===== config.mk =====
export PLATFORM = sky130hd
export DESIGN_NAME = sensor_fault_monitor_flat
export DESIGN_NICKNAME = d
export VERILOG_FILES = /design/src/hdl/sfm_pkg.sv /design/src/hdl/sfm_if.sv /design/src/hdl/sfm_cfg_regs.sv /design/src/hdl/sfm_debounce.sv /design/src/hdl/sensor_fault_monitor.sv /design/src/flat_wrapper.sv
export SDC_FILE = /design/constraint.sdc
export NUM_CORES = 1
export LEC_CHECK = 0
export BUFFER_PORTS_ARGS = -buffer_cell sky130_fd_sc_hd__buf_2
export CAP_MARGIN = 15
export CORE_MARGIN = 1
export CORE_UTILIZATION = 35
export CTS_CLUSTER_SIZE = 8
export DETAILED_ROUTE_END_ITERATION = 8
export GPL_ROUTABILITY_DRIVEN = 0
export MAX_ROUTING_LAYER = met4
export SETUP_SLACK_MARGIN = 0.2
export SLEW_MARGIN = 40
export SYNTH_ARGS = -nofsm -noshare
export SYNTH_HDL_FRONTEND = slang
export SYNTH_SLANG_ARGS = --single-unit

===== constraint.sdc =====
create_clock -name clk -period 4.9 [get_ports clk]
set_clock_uncertainty 0.1 [all_clocks]
set_input_delay 0.245 -clock clk [delete_from_list [all_inputs] [get_ports clk]]
set_output_delay 0.245 -clock clk [all_outputs]
set_load 0.02 [all_outputs]

===== src/hdl/sfm_pkg.sv =====
`timescale 1ns / 1ps

package sfm_pkg;

    localparam int NUM_DEBOUNCE = 5;
    localparam int CNT_W        = 8;
    localparam int CFG_IDX_W    = 3;
    localparam int CFG_DATA_W   = 16;

    // Register indexes on the configuration channel
    localparam logic [CFG_IDX_W-1:0] REG_DEBOUNCE_LIMIT     = 3'd0;
    localparam logic [CFG_IDX_W-1:0] REG_BATTERY_LOW_LEVEL  = 3'd1;
    localparam logic [CFG_IDX_W-1:0] REG_GPS_ACCURACY_LIMIT = 3'd2;
    localparam logic [CFG_IDX_W-1:0] REG_COMPASS_MIN_ACC    = 3'd3;
    localparam logic [CFG_IDX_W-1:0] REG_WATER_LOW_LEVEL    = 3'd4;
    localparam logic [CFG_IDX_W-1:0] REG_WATER_MID_LEVEL    = 3'd5;
    localparam logic [CFG_IDX_W-1:0] REG_WATER_HIGH_LEVEL   = 3'd6;
    localparam logic [CFG_IDX_W-1:0] REG_WATER_SAMPLE_DIV   = 3'd7;

    // Register values after reset
    localparam logic [7:0]  RST_DEBOUNCE_LIMIT     = 8'd5;
    localparam logic [6:0]  RST_BATTERY_LOW_LEVEL  = 7'd20;
    localparam logic [15:0] RST_GPS_ACCURACY_LIMIT = 16'd10;
    localparam logic [1:0]  RST_COMPASS_MIN_ACC    = 2'd2;
    localparam logic [11:0] RST_WATER_LOW_LEVEL    = 12'd200;
    localparam logic [11:0] RST_WATER_MID_LEVEL    = 12'd450;
    localparam logic [11:0] RST_WATER_HIGH_LEVEL   = 12'd1500;
    localparam logic [7:0]  RST_WATER_SAMPLE_DIV   = 8'd10;

    // Integrator slots
    localparam int SLOT_GPS_FAIL     = 0;
    localparam int SLOT_COMPASS_FAIL = 1;
    localparam int SLOT_GPS_ACC      = 2;
    localparam int SLOT_COMPASS_ACC  = 3;
    localparam int SLOT_BATTERY_LOW  = 4;

    typedef struct packed {
        logic        gps_valid;
        logic        compass_valid;
        logic [15:0] gps_accuracy;
        logic [1:0]  compass_accuracy;
        logic [6:0]  battery_percent;
        logic        radio_timeout;
        logic        wlan_timeout;
        logic [7:0]  route_points;
        logic        home_known;
        logic [11:0] water_adc;
    } sfm_in_t;

    typedef struct packed {
        logic       gps_fail_flag;
        logic       compass_fail_flag;
        logic       gps_accuracy_flag;
        logic       compass_accuracy_flag;
        logic       battery_low_flag;
        logic       radio_timeout_flag;
        logic       wlan_timeout_flag;
        logic       no_route_flag;
        logic       no_home_flag;
        logic [2:0] water_flags;
        logic [1:0] heading_quality;
    } sfm_out_t;

    typedef struct packed {
        logic [7:0]  debounce_limit;
        logic [6:0]  battery_low_level;
        logic [15:0] gps_accuracy_limit;
        logic [1:0]  compass_min_accuracy;
        logic [11:0] water_low_level;
        logic [11:0] water_mid_level;
        logic [11:0] water_high_level;
        logic [7:0]  water_sample_divider;
    } sfm_cfg_t;

endpackage


===== src/hdl/sfm_if.sv =====
`timescale 1ns / 1ps

interface sfm_tick_if;
    import sfm_pkg::*;
    logic    valid;
    logic    ready;
    sfm_in_t data;
    modport source (output valid, output data, input ready);
    modport sink   (input valid, input data, output ready);
endinterface

interface sfm_result_if;
    import sfm_pkg::*;
    logic     valid;
    logic     ready;
    sfm_out_t data;
    modport source (output valid, output data, input ready);
    modport sink   (input valid, input data, output ready);
endinterface

interface sfm_cfg_if;
    import sfm_pkg::*;
    logic                  valid;
    logic                  ready;
    logic [CFG_IDX_W-1:0]  index;
    logic [CFG_DATA_W-1:0] data;
    modport source (output valid, output index, output data, input ready);
    modport sink   (input valid, input index, input data, output ready);
endinterface


===== src/hdl/sfm_cfg_regs.sv =====
`timescale 1ns / 1ps

module sfm_cfg_regs (
    input  logic             clk,
    input  logic             rst_n,
    sfm_cfg_if.sink          cfg,
    output sfm_pkg::sfm_cfg_t cfg_out
);
    import sfm_pkg::*;

    sfm_cfg_t cfg_reg;

    assign cfg.ready = 1'b1;
    assign cfg_out   = cfg_reg;

    always_ff @(posedge clk or negedge rst_n)
    begin
        if (!rst_n)
        begin
            cfg_reg.debounce_limit       <= RST_DEBOUNCE_LIMIT;
            cfg_reg.battery_low_level    <= RST_BATTERY_LOW_LEVEL;
            cfg_reg.gps_accuracy_limit   <= RST_GPS_ACCURACY_LIMIT;
            cfg_reg.compass_min_accuracy <= RST_COMPASS_MIN_ACC;
            cfg_reg.water_low_level      <= RST_WATER_LOW_LEVEL;
            cfg_reg.water_mid_level      <= RST_WATER_MID_LEVEL;
            cfg_reg.water_high_level     <= RST_WATER_HIGH_LEVEL;
            cfg_reg.water_sample_divider <= RST_WATER_SAMPLE_DIV;
        end
        else if (cfg.valid)
        begin
            unique case (cfg.index)
                REG_DEBOUNCE_LIMIT:     cfg_reg.debounce_limit       <= cfg.data[7:0];
                REG_BATTERY_LOW_LEVEL:  cfg_reg.battery_low_level    <= cfg.data[6:0];
                REG_GPS_ACCURACY_LIMIT: cfg_reg.gps_accuracy_limit   <= cfg.data[15:0];
                REG_COMPASS_MIN_ACC:    cfg_reg.compass_min_accuracy <= cfg.data[1:0];
                REG_WATER_LOW_LEVEL:    cfg_reg.water_low_level      <= cfg.data[11:0];
                REG_WATER_MID_LEVEL:    cfg_reg.water_mid_level      <= cfg.data[11:0];
                REG_WATER_HIGH_LEVEL:   cfg_reg.water_high_level     <= cfg.data[11:0];
                REG_WATER_SAMPLE_DIV:   cfg_reg.water_sample_divider <= cfg.data[7:0];
                default:                cfg_reg <= cfg_reg;
            endcase
        end
    end

endmodule


===== src/hdl/sfm_debounce.sv =====
`timescale 1ns / 1ps

module sfm_debounce (
    input  logic                     clk,
    input  logic                     rst_n,
    input  logic                     step,
    input  logic                     cond,
    input  logic [sfm_pkg::CNT_W-1:0] limit,
    output logic                     flag
);
    import sfm_pkg::*;

    logic [CNT_W-1:0] cnt_reg;
    logic [CNT_W-1:0] cnt_next;

    // Count up toward the limit while the condition holds, down toward zero otherwise
    always_comb
    begin
        cnt_next = cnt_reg;
        if (cond)
        begin
            if (cnt_reg < limit)
                cnt_next = cnt_reg + 1'b1;
        end
        else if (cnt_reg != '0)
        begin
            cnt_next = cnt_reg - 1'b1;
        end
    end

    assign flag = (cnt_next >= limit);

    always_ff @(posedge clk or negedge rst_n)
    begin
        if (!rst_n)
            cnt_reg <= '0;
        else if (step)
            cnt_reg <= cnt_next;
    end

endmodule


===== src/hdl/sensor_fault_monitor.sv =====
`timescale 1ns / 1ps

// Sensor fault monitor.
// Each transaction on the tick channel is one monitor tick with sensor and
// status fields; each tick yields exactly one transaction on the result
// channel, in order. The cfg channel writes the eight threshold registers
// by index; it is always ready and should only be used while no tick is
// in flight.
// An accepted tick is registered in the input register, then processed
// into the result register that drives the result channel. Throughput is
// one tick per clock while the receiver takes results: the input and the
// result register form a two-entry pipeline, so the tick channel stays
// ready while a result waits, as long as the input register is empty.
// When the receiver stalls, the result holds; one more tick is buffered in
// the input register and then tick.ready drops until the result is taken.
// Reset (rst_n low, asynchronous) empties the pipeline, clears all five
// debounce counters, the sample phase, the held water reading and the
// sticky water bits, and restores the register defaults.
// Debounced flags rise once a counter reaches debounce_limit; water bits
// stay set until reset.

module sensor_fault_monitor (
    input  logic          clk,
    input  logic          rst_n,
    sfm_tick_if.sink      tick,
    sfm_result_if.source  result,
    sfm_cfg_if.sink       cfg
);
    import sfm_pkg::*;

    sfm_cfg_t cfg_val;

    // Input register
    logic    s1_valid_reg;
    sfm_in_t s1_data_reg;

    // Result register
    logic     out_valid_reg;
    sfm_out_t out_data_reg;
    sfm_out_t out_data_next;

    // Water sampling state
    logic [7:0]  phase_reg;
    logic [7:0]  phase_next;
    logic [8:0]  phase_inc;
    logic [11:0] held_reg;
    logic [11:0] held_next;
    logic [2:0]  sticky_reg;
    logic [2:0]  sticky_next;

    logic                    advance;
    logic                    move;
    logic                    accept;
    logic [NUM_DEBOUNCE-1:0] cond;
    logic [NUM_DEBOUNCE-1:0] flag;

    sfm_cfg_regs u_cfg (
        .clk     (clk),
        .rst_n   (rst_n),
        .cfg     (cfg),
        .cfg_out (cfg_val)
    );

    // Result register can take a new value when empty or being drained
    assign advance      = !out_valid_reg || result.ready;
    assign move         = s1_valid_reg && advance;
    assign tick.ready   = !s1_valid_reg || advance;
    assign accept       = tick.valid && tick.ready;
    assign result.valid = out_valid_reg;
    assign result.data  = out_data_reg;

    // Fault conditions that drive the integrators
    always_comb
    begin
        cond[SLOT_GPS_FAIL]     = !s1_data_reg.gps_valid;
        cond[SLOT_COMPASS_FAIL] = !s1_data_reg.compass_valid;
        cond[SLOT_GPS_ACC]      = s1_data_reg.gps_accuracy > cfg_val.gps_accuracy_limit;
        cond[SLOT_COMPASS_ACC]  = s1_data_reg.compass_accuracy < cfg_val.compass_min_accuracy;
        cond[SLOT_BATTERY_LOW]  = s1_data_reg.battery_percent < cfg_val.battery_low_level;
    end

    for (genvar i = 0; i < NUM_DEBOUNCE; i++)
    begin : g_deb
        sfm_debounce u_deb (
            .clk   (clk),
            .rst_n (rst_n),
            .step  (move),
            .cond  (cond[i]),
            .limit (cfg_val.debounce_limit),
            .flag  (flag[i])
        );
    end

    // Latch the water reading on phase zero; wrap the phase at the divider.
    // A divider of zero or one samples on every tick.
    always_comb
    begin
        held_next = (phase_reg == '0) ? s1_data_reg.water_adc : held_reg;
        phase_inc = {1'b0, phase_reg} + 9'd1;
        phase_next = (phase_inc >= {1'b0, cfg_val.water_sample_divider})
                   ? '0 : phase_inc[7:0];
        sticky_next = sticky_reg | {held_next > cfg_val.water_high_level,
                                    held_next > cfg_val.water_mid_level,
                                    held_next > cfg_val.water_low_level};
    end

    always_comb
    begin
        out_data_next.gps_fail_flag         = flag[SLOT_GPS_FAIL];
        out_data_next.compass_fail_flag     = flag[SLOT_COMPASS_FAIL];
        out_data_next.gps_accuracy_flag     = flag[SLOT_GPS_ACC];
        out_data_next.compass_accuracy_flag = flag[SLOT_COMPASS_ACC];
        out_data_next.battery_low_flag      = flag[SLOT_BATTERY_LOW];
        out_data_next.radio_timeout_flag    = s1_data_reg.radio_timeout;
        out_data_next.wlan_timeout_flag     = s1_data_reg.wlan_timeout;
        out_data_next.no_route_flag         = (s1_data_reg.route_points == '0);
        out_data_next.no_home_flag          = !s1_data_reg.home_known;
        out_data_next.water_flags           = sticky_next;
        out_data_next.heading_quality       = s1_data_reg.compass_accuracy;
    end

    // Control and state
    always_ff @(posedge clk or negedge rst_n)
    begin
        if (!rst_n)
        begin
            s1_valid_reg  <= 1'b0;
            out_valid_reg <= 1'b0;
            phase_reg     <= '0;
            held_reg      <= '0;
            sticky_reg    <= '0;
        end
        else
        begin
            if (accept)
                s1_valid_reg <= 1'b1;
            else if (advance)
                s1_valid_reg <= 1'b0;

            if (move)
                out_valid_reg <= 1'b1;
            else if (result.ready)
                out_valid_reg <= 1'b0;

            if (move)
            begin
                phase_reg  <= phase_next;
                held_reg   <= held_next;
                sticky_reg <= sticky_next;
            end
        end
    end

    // Payload registers
    always_ff @(posedge clk)
    begin
        if (accept)
            s1_data_reg <= tick.data;
        if (move)
            out_data_reg <= out_data_next;
    end

endmodule


===== src/flat_wrapper.sv =====
// flat-port wrapper written by rule: the top's interface ports become plain ports
module sensor_fault_monitor_flat import sfm_pkg::*;
  (clk, rst_n, tick_valid, tick_data, tick_ready, result_valid, result_data, result_ready, cfg_valid, cfg_index, cfg_data, cfg_ready);
  sfm_tick_if tick_i ();
  sfm_result_if result_i ();
  sfm_cfg_if cfg_i ();
  input  logic clk;
  input  logic rst_n;
  input wire logic [$bits(tick_i.valid)-1:0] tick_valid;
  input wire logic [$bits(tick_i.data)-1:0] tick_data;
  output wire logic [$bits(tick_i.ready)-1:0] tick_ready;
  output wire logic [$bits(result_i.valid)-1:0] result_valid;
  output wire logic [$bits(result_i.data)-1:0] result_data;
  input wire logic [$bits(result_i.ready)-1:0] result_ready;
  input wire logic [$bits(cfg_i.valid)-1:0] cfg_valid;
  input wire logic [$bits(cfg_i.index)-1:0] cfg_index;
  input wire logic [$bits(cfg_i.data)-1:0] cfg_data;
  output wire logic [$bits(cfg_i.ready)-1:0] cfg_ready;
  assign tick_i.valid = tick_valid;
  assign tick_i.data = tick_data;
  assign tick_ready = tick_i.ready;
  assign result_valid = result_i.valid;
  assign result_data = result_i.data;
  assign result_i.ready = result_ready;
  assign cfg_i.valid = cfg_valid;
  assign cfg_i.index = cfg_index;
  assign cfg_i.data = cfg_data;
  assign cfg_ready = cfg_i.ready;
  sensor_fault_monitor u_core (.clk(clk), .rst_n(rst_n), .tick(tick_i), .result(result_i), .cfg(cfg_i));
endmodule

==> flow_summary_export.csv, run 1 <==
group,metric,value,unit
cts,cts_buffers,30,
finish,area_growth,19.44,%
logic_synthesis,ys.flop_type,"dfrtp_1",
finish,fillers,3557,
setup_path,required,5.10,ns
drt,drc,0,
finish,diodes,0,
drt,drt-vias-per-instance,5.230,
cts,cts_sinks,206,
power_and_ir_drop,switching_share,38.47,%
logic_synthesis,yosys_warnings,0,
setup_path,r2r_end,"u_core.result.data[11]",
finish,final_common_cell,"ha_1",
timing,max_slew_margin,46.37,%
setup_path,r2r_slack,0.91,ns
logic_synthesis,yosysUniqueCellTypes,80,
timing,rsz0062_at_grt,"no",
outcome,outcome,"completed",
cts,cts_resized,0,
power_and_ir_drop,power.share.combinational,43.5,%
power_and_ir_drop,p_leak,0.006963,uW
hold_path,min_path_type,"primary input to asynchronous set/reset pin",
drt,num_vias,10610,
setup_path,cp-start-kind,"register",
power_and_ir_drop,switchingPower,3091,uW
logic_synthesis,syn_nets,1582,
finish,most-common-layout-cells,"ha_1 (159), nand2_1 (147), dfrtp_1 (119)",
floorplan,dieArea,38680,um^2
timing,hold_slack,0.03699,ns
finish,drive_above_1_share,15.67,%
timing,worst_pin_slew,0.8045,ns
setup_path,worstSetupPathType,"register to register",
finish,final_util,42.86,%
cts,cts_root_buf,"clkbuf_16",
power_and_ir_drop,p_int,4944,uW
cts,cts_buffer_depth,3,
logic_synthesis,synthArstFlopShare,68.93,%
floorplan,initial_core_util,35.88,%
global_route,antenna_found_initial,0,
drt,ant_nets,0,
logic_synthesis,synth_edf_count,64,
timing,finalSetupTns,0,ns
setup_path,rr_startpoint,"u_core.u_cfg.cfg_out[49]",
cts,clk_pin_slew_worst_paths,0.06,ns
drt,drtIter0Drc,651,
timing,fin_ws,0.9098,ns
floorplan,die_w,196.7,um
timing,period_share,81.43,%
global_route,grt_max_degree,97,
floorplan,io_pins,91,
finish,largest_reg_flops,77,
global_route,grt_pass1_wl,53840,um
timing,setup_viol,0,
power_and_ir_drop,ir_worst_vdd,0.3059,mV
logic_synthesis,ys_seq_area_share,41.50,%
global_route,track_usage,17.71,%
logic_synthesis,avgSynthCellArea,9.832,um^2
timing,period_needed,3.990,ns
finish,fin_nets,1734,
cts,cts_max_level,1,
timing,max_freq,250.6,MHz
drt,dr.pass1.iters,5,
timing,hold_viol_final,0,
cts,cts_tree,"yes",
flow_run,max-cap-violations,0,
cts,insertion_delay,0.55,ns
power_and_ir_drop,p_seq_share,32.4,%
placement,dp_hpwl,22500,um
drt,wl,32780,um
floorplan,die_height,196.7,um
drt,detail_route.wl_per_cell,16.15,um
setup_path,rr_worst_depth,16,
logic_synthesis,ys_ff_latch,206,
floorplan,rows,70,
setup_path,crit_arrival,4.19,ns
floorplan,coreArea,36960,um^2
global_route,grt_pass1_vias,10700,
setup_path,end_kind,"register",
power_and_ir_drop,clkPwrFrac,24.1,%
power_and_ir_drop,p_per_area,507.2,nW/um^2
setup_path,cp_max_fo,11,
logic_synthesis,syn-cell-area,13260,um^2
timing,slew_viol_final,0,
placement,io_buffers,89,
logic_synthesis,syn_inst,1349,
placement,place_ws,0.9112,ns
global_route,gr-total-overflow,0,
worst max-delay path: stages, from the launching register on:
cell and delay [ns]:
dfstp_2 0.52, inv_1 0.04, ha_1 0.30, nand4_1 0.09, nor2_1 0.09, or4b_1 0.63
a21oi_2 0.51, nor2_1 0.12, xnor2_1 0.15, ha_1 0.29, nand2b_1 0.14, a21o_1 0.17
a21o_1 0.17, a21oi_1 0.14, nor2b_1 0.06, o21ai_0 0.14, a21oi_1 0.08
cell type report:
type / count / area [um^2] / area share (%)
multi-input combinational: 986 / 7148 / 45.12
sequential: 206 / 5504 / 34.74
timing repair buffer: 174 / 1289 / 8.135
clock buffer: 55 / 864.6 / 5.458
tap: 504 / 630.6 / 3.981
inverter: 103 / 389.1 / 2.456
clock inverter: 1 / 16.27 / 0.1027
power groups by stage:
stage	combinational (uW)	clock (uW)	sequential [uW]
3_3_place_gp	3330	0	2610
4_1_cts	3510	1980	2600
3_5_place_dp	3430	0	2620
5_1_grt	4000	2060	2670
6_report	3490	1940	2600
2_1_floorplan	2740	0	2470
repair_timing:
item                                    CTS  global route
endpoints found under the setup margin    0             0
setup buffers                             0             0
endpoints found under the hold margin   180             0
hold buffers                             70             0
logic make-up after synthesis:
| logic type | Yosys count | synth area share [%] |
|---|---|---|
| multiplexers | 63 | 5.245 |
| adder cells (fa/ha/maj) | 159 | 15.00 |
| other | 1 | 0.02827 |
| flip-flops | 206 | 41.50 |
| AND/OR/NAND/NOR | 393 | 14.58 |
| XOR/XNOR | 21 | 1.387 |
| AO/OA/AOI/OAI | 349 | 17.47 |
| buffers and inverters | 157 | 4.783 |
per-stage QoR:
stage / area, um^2 / power, uW / instances
floorplan: 13260 / 5208 / 1349
global placement: 14220 / 5940 / 1902
detailed placement: 14230 / 6055 / 1902
CTS: 15810 / 8090 / 2028
global route: 15840 / 8729 / 2029
finish: 15840 / 8035 / 2029
cells in the mapped netlist (13+ instances only):
master      n  share of area [%]
dfstp_2    23                4.6
nand3_1    38                1.4
o21ai_0    82                3.1
ha_1      159                 15
dfrtp_1   119                 22
nor3_1     37                1.4
xnor2_1    13               0.86
inv_1     102                2.9
edfxtp_1   64                 14
clkbuf_1   35               0.99
nand2_1   148                4.2
nand4_1    21               0.99
a21oi_1    79                3.0
nor2b_1    13               0.61
nor2_1     43                1.2
mux2_2     52                4.4
nand2b_1   28                1.3
o211ai_1   26                1.5
a21o_1     47                2.7
layer usage:
metal	wire length [um]	vias up	global-route usage, %
met5	0	-	-
met4	626	0	4.077
met3	1363	47	2.259
met2	15880	233	30.54
met1	14900	5103	22.06
li1	-	5228	-
worst max-delay path by stage:
stage | from | to | slack, ns
after floorplan | u_core.u_cfg.cfg_out[49] | u_core.result.data[11] | 1.36
after global placement | u_core.u_cfg.cfg_out[71] | u_core.result.data[12] | 0.91
after detailed placement | u_core.u_cfg.cfg_out[74] | u_core.result.data[9] | 0.91
after CTS | u_core.u_cfg.cfg_out[74] | u_core.result.data[9] | 0.90
after global routing | u_core.u_cfg.cfg_out[74] | u_core.result.data[13] | 0.65
final | u_core.u_cfg.cfg_out[49] | u_core.result.data[11] | 0.91
(Power assumes the default switching activity.)
==> inputs of run 2 (changes only) <==
clock period = 3.6 ns   (was 4.9 ns; I/O delays follow)
==> flow_summary_export.csv, run 2 (synthesis gave the netlist of run 1 again) <==
group,metric,value,unit
setup_path,required,3.79,ns
setup_path,crit_chain,"inv_2, ha_4, nand4_1, nor2_1, or4b_4, and2_4, and2_4, buf_4, o21ai_1, ha_1, a21o_1, a21o_1, a21oi_1, nor2b_1, o21ai_1, a21oi_1",
power_and_ir_drop,p_int,7389,uW
finish,final_util,46.12,%
timing,rsz0062_at_grt,"yes",
setup_path,crit_arrival,3.73,ns
outcome,failed_checks,"negative hold slack",
drt,drc,0,
finish,largest_reg_flops,77,
setup_path,cp_max_fo,3,
setup_path,cp-start-kind,"register",
finish,drive_above_1_share,24.51,%
global_route,antenna_found_initial,0,
power_and_ir_drop,p_seq_share,28.7,%
timing,worst_pin_slew,0.8443,ns
drt,ant_nets,0,
floorplan,rows,70,
power_and_ir_drop,p_per_area,701.3,nW/um^2
global_route,grt_pass1_wl,57200,um
power_and_ir_drop,clkPwrFrac,22.2,%
drt,drtIter0Drc,740,
drt,drt-vias-per-instance,5.166,
power_and_ir_drop,p_leak,0.007514,uW
floorplan,die_w,196.7,um
timing,period_needed,3.537,ns
global_route,grt_pass1_vias,11080,
floorplan,coreArea,36960,um^2
setup_path,end_kind,"register",
finish,area_growth,28.54,%
cts,cts_buffers,30,
setup_path,cpMaxStageDelayCell,"dfstp_2",
power_and_ir_drop,finalPower,11960,uW
global_route,gr-total-overflow,0,
floorplan,initial_core_util,35.88,%
outcome,outcome,"finished with violations",
finish,finalNonFillerCells,2124,
timing,finalSetupTns,0,ns
power_and_ir_drop,ir_worst_vdd,0.4417,mV
cts,cts_tree,"yes",
finish,fillers,3526,
power_and_ir_drop,switching_share,38.20,%
finish,diodes,0,
cts,cts_buffer_depth,3,
timing,slew_viol_final,0,
finish,fin_nets,1829,
placement,io_buffers,89,
placement,place_inst,1961,
timing,hold_viol_final,1,
drt,detail_route.wl_per_cell,16.39,um
cts,clk_pin_slew_worst_paths,0.05,ns
setup_path,worstSetupPathType,"register to register",
cts,cts_max_level,1,
power_and_ir_drop,power.share.combinational,49.0,%
global_route,grt_max_degree,74,
timing,fin_ws,0.06318,ns
cts,cts_root_buf,"clkbuf_16",
flow_run,max-cap-violations,0,
setup_path,slowest_delay,0.52,ns
floorplan,io_pins,91,
timing,setup_viol,0,
placement,place_ws,0.04045,ns
timing,max_freq,282.7,MHz
finish,most-common-layout-cells,"nand2_1 (146), ha_1 (146), dfrtp_1 (118)",
power_and_ir_drop,switchingPower,4567,uW
floorplan,die_height,196.7,um
placement,dp_hpwl,23700,um
finish,multi_input_area,7566,um^2
global_route,track_usage,18.75,%
drt,route.met2.wl,16740,um
drt,dr.pass1.iters,7,
drt,wl,34810,um
finish,seq_area,5505,um^2
timing,period_share,98.24,%
drt,wl_met1,15800,um
timing,hold_slack,-0.0008850,ns
drt,wl_met3,1589,um
hold_path,min_path_type,"primary input to register",
cts,insertion_delay,0.56,ns
drt,num_vias,10970,
drt,top_layer_used,"met4",
floorplan,dieArea,38680,um^2
timing,max_slew_margin,43.71,%
cts,cts_sinks,206,
-- run 2: through the flow --
step	hold WS (ns)	cell area, um^2
floorplan	-0.2156	13320
global placement	0.1891	14750
detailed placement	0.1949	14750
CTS	0.01674	16640
global route	0.01825	17050
finish	-0.0008850	17050
-- run 2: worst paths after layout --
path / from / end / slack, ns / depth (start not counted)
max: u_core.u_cfg.cfg_out[47] / u_core.result.data[11] / 0.06 / 16
min: cfg_index[0] / u_core.u_cfg.cfg_out[47] / -0.0009 / 4
max reg2reg: u_core.u_cfg.cfg_out[47] / u_core.result.data[11] / 0.06 / 16
min reg2reg: u_core.out_data_next[7] / u_core.result.data[7] / 0.33 / 0
max in group asynchronous: rst_n / u_core.u_cfg.cfg_out[47] / 2.34 / 3
min in group asynchronous: rst_n / u_core.g_deb[3].u_deb.cnt_reg[3] / 0.15 / 2
-- run 2: worst max-delay path: cells and delay by family, from the launching register on --
kind	cells	cell delay (ns)
AO/OA/AOI/OAI	6	0.85
adder cells (fa/ha/maj)	2	0.51
buffers and inverters	2	0.17
flip-flops	1	0.52
AND/OR/NAND/NOR	6	1.14
-- run 2: repair_timing --
action | CTS | global route
hold buffers | 70 | 0
pin swaps | 23 | 58
cloned | 0 | 0
endpoints found under the hold margin | 189 | 0
buffers inserted | 20 | 16
setup endpoints to repair | 5 | 6
resized for setup | 31 | 62
-- run 2: per-layer routing --
metal	vias to the layer above	GRT usage, %
met5	-	-
met4	0	4.220
met3	55	2.635
li1	5408	-
met1	5249	23.82
met2	261	31.67
-- run 2: cell type report --
cell class                      count  area share [%]
Clock buffer                       54           5.050
Clock inverter                      2          0.1248
Inverter                          103           2.319
Multi-Input combinational cell    986           44.38
Sequential cell                   206           32.29
Tap cell                          504           3.699
Timing Repair Buffer              269           12.13
-- run 2: power by group through the flow --
stage	registers [uW]	clock network (uW)	logic (uW)
floorplan	3360	0	3760
global placement	3440	0	5020
detailed placement	3450	0	5190
CTS	3420	2730	5500
global route	3510	2830	6650
finish	3440	2660	5860
==> inputs of run 3 (changes only) <==
REMOVE_ABC_BUFFERS = 1   (was unset)
==> flow_summary_export.csv, run 3 (synthesis gave the netlist of run 1 again) <==
group,metric,value,unit
cts,cts_buffers,29,
placement,io_buffers,89,
setup_path,crit_arrival,3.69,ns
drt,ant_nets,0,
power_and_ir_drop,finalPower,11690,uW
finish,fillers,3540,
timing,rsz0062_at_grt,"yes",
hold_path,holdPathEnd,"u_core.u_cfg.cfg_out[64]",
flow_run,max-cap-violations,0,
placement,dp_hpwl,23560,um
cts,insertion_delay,0.56,ns
hold_path,hold_depth,5,
cts,clk_pin_slew_worst_paths,0.05,ns
setup_path,required,3.81,ns
drt,dr.pass1.iters,5,
finish,diodes,0,
setup_path,crit_chain,"ha_4, nand4_1, or2_1, a2111o_1, o211ai_4, buf_4, and2_1, buf_4, mux2i_2, ha_1, or2_2, a21oi_2, a21oi_1",
finish,fin_area,16800,um^2
setup_path,r2r_end,"u_core.result.data[11]",
hold_path,min_path_type,"primary input to register",
global_route,grt_pass1_wl,56930,um
setup_path,worstSetupPathType,"register to register",
finish,most-common-layout-cells,"ha_1 (150), nand2_1 (146), dfrtp_1 (119)",
placement,dpl-instance-area,14730,um^2
hold_path,hold_path_startpoint,"cfg_index[1]",
setup_path,cp_max_fo,7,
finish,area_growth,26.71,%
floorplan,die_height,196.7,um
drt,drt-vias-per-instance,5.208,
cts,cts_sinks,206,
outcome,outcome,"completed",
finish,fin_nets,1819,
floorplan,coreArea,36960,um^2
finish,drive_above_1_share,23.24,%
finish,multi_input_area,7455,um^2
setup_path,slowest_delay,0.43,ns
power_and_ir_drop,ir_worst_vdd,0.4794,mV
drt,drc,0,
timing,period_needed,3.485,ns
finish,largest_reg_flops,77,
drt,num_vias,11010,
setup_path,cp-start-kind,"register",
cts,cts_root_buf,"clkbuf_16",
cts,cts_buffer_depth,3,
cts,cts_tree,"yes",
setup_path,rr_startpoint,"u_core.s1_data_reg[46]",
floorplan,rows,70,
floorplan,initial_core_util,35.88,%
timing,period_share,96.80,%
timing,slew_viol_final,0,
cts,cts_max_level,1,
power_and_ir_drop,p_leak,0.007418,uW
timing,max_freq,287.0,MHz
finish,seq_area,5504,um^2
global_route,antenna_found_initial,0,
timing,max_slew_margin,45.67,%
floorplan,die_w,196.7,um
drt,detail_route.wl_per_cell,16.43,um
floorplan,io_pins,91,
setup_path,cp_common_cell,"buf_4",
timing,setup_viol,0,
global_route,gr-total-overflow,0,
timing,hold_viol_final,0,
global_route,grt_max_degree,86,
setup_path,r2r_slack,0.12,ns
finish,final_common_cell,"ha_1",
setup_path,cpMaxStageDelayCell,"edfxtp_1",
timing,worst_pin_slew,0.8106,ns
finish,finalNonFillerCells,2113,
power_and_ir_drop,p_per_area,695.6,nW/um^2
global_route,grt_pass1_vias,11090,
setup_path,path_buf_inv,2,
drt,wl,34720,um
drt,drtIter0Drc,658,
placement,place_inst,1965,
global_route,track_usage,18.71,%
setup_path,crit_family,"simple AND/OR/NAND/NOR gates",
setup_path,end_kind,"register",
setup_path,rr_worst_depth,13,
floorplan,dieArea,38680,um^2
-- run 3: cell count changes in the layout (fill, tap and decap cells not counted), sizes merged --
| cell | delta |
|---|---|
| clkinv | -2 |
| clkbuf | -1 |
| clkinvlp | -1 |
| buf | -9 |
| inv | +2 |
-- run 3: worst min-delay path, stage by stage --
cell	delay, ns
buf_2	0.15
nor3b_1	0.07
buf_4	0.18
nand2_1	0.07
o21ai_0	0.07
-- run 3: layout make-up --
cell class	instances	share of cell area (%)
tap	504	3.753
sequential	206	32.75
clock inverter	1	0.1191
multi-input combinational	986	44.36
clock buffer	53	4.854
timing repair buffer	260	11.86
inverter	103	2.301
-- run 3: how the worst max path moves through the flow --
stage / cells after the start / from / end
after floorplan: 6 / u_core.result.valid / u_core.g_deb[2].u_deb.cnt_reg[1]
after detailed placement: 17 / u_core.u_cfg.cfg_out[64] / u_core.result.data[9]
after CTS: 17 / u_core.u_cfg.cfg_out[47] / u_core.result.data[11]
after global routing: 16 / u_core.s1_data_reg[46] / u_core.result.data[11]
final: 13 / u_core.s1_data_reg[46] / u_core.result.data[11]
after global placement: 17 / u_core.u_cfg.cfg_out[64] / u_core.result.data[9]
-- run 3: routing by layer --
| layer | share of wire (%) | GRT usage (%) | vias up | wire length (um) |
|---|---|---|---|---|
| met5 | 0 | - | - | 0 |
| met4 | 2.4 | 4.450 | 0 | 833 |
| met3 | 3.5 | 2.190 | 52 | 1216 |
| met2 | 48 | 31.23 | 242 | 16620 |
| met1 | 46 | 24.26 | 5309 | 16040 |
| li1 | - | - | 5402 | - |
-- run 3: stage by stage --
stage                     hold slack (ns)  setup WS (ns)  setup TNS [ns]  util [%]
after CTS                         0.05161         0.1629               0     44.71
after global routing               0.1176       -0.07543         -0.1199     45.47
after floorplan                   -0.2156        -0.5952          -17.00         -
after detailed placement           0.1892       -0.07297        -0.07297     39.84
final                             0.08633         0.1151               0     45.47
after global placement             0.1913       -0.05727        -0.05727     39.84
-- run 3: what timing repair did --
item,4_1_cts,5_1_grt
pin swaps,23,39
buffers inserted,12,12
hold buffers,70,0
resized for setup,40,46
endpoints found under the setup margin,5,5
endpoints found under the hold margin,189,0
-- run 3: where the power goes --
part           switching, uW  internal, uW
clock network           1040          1510
registers                438          3000
logic                   3020          2680
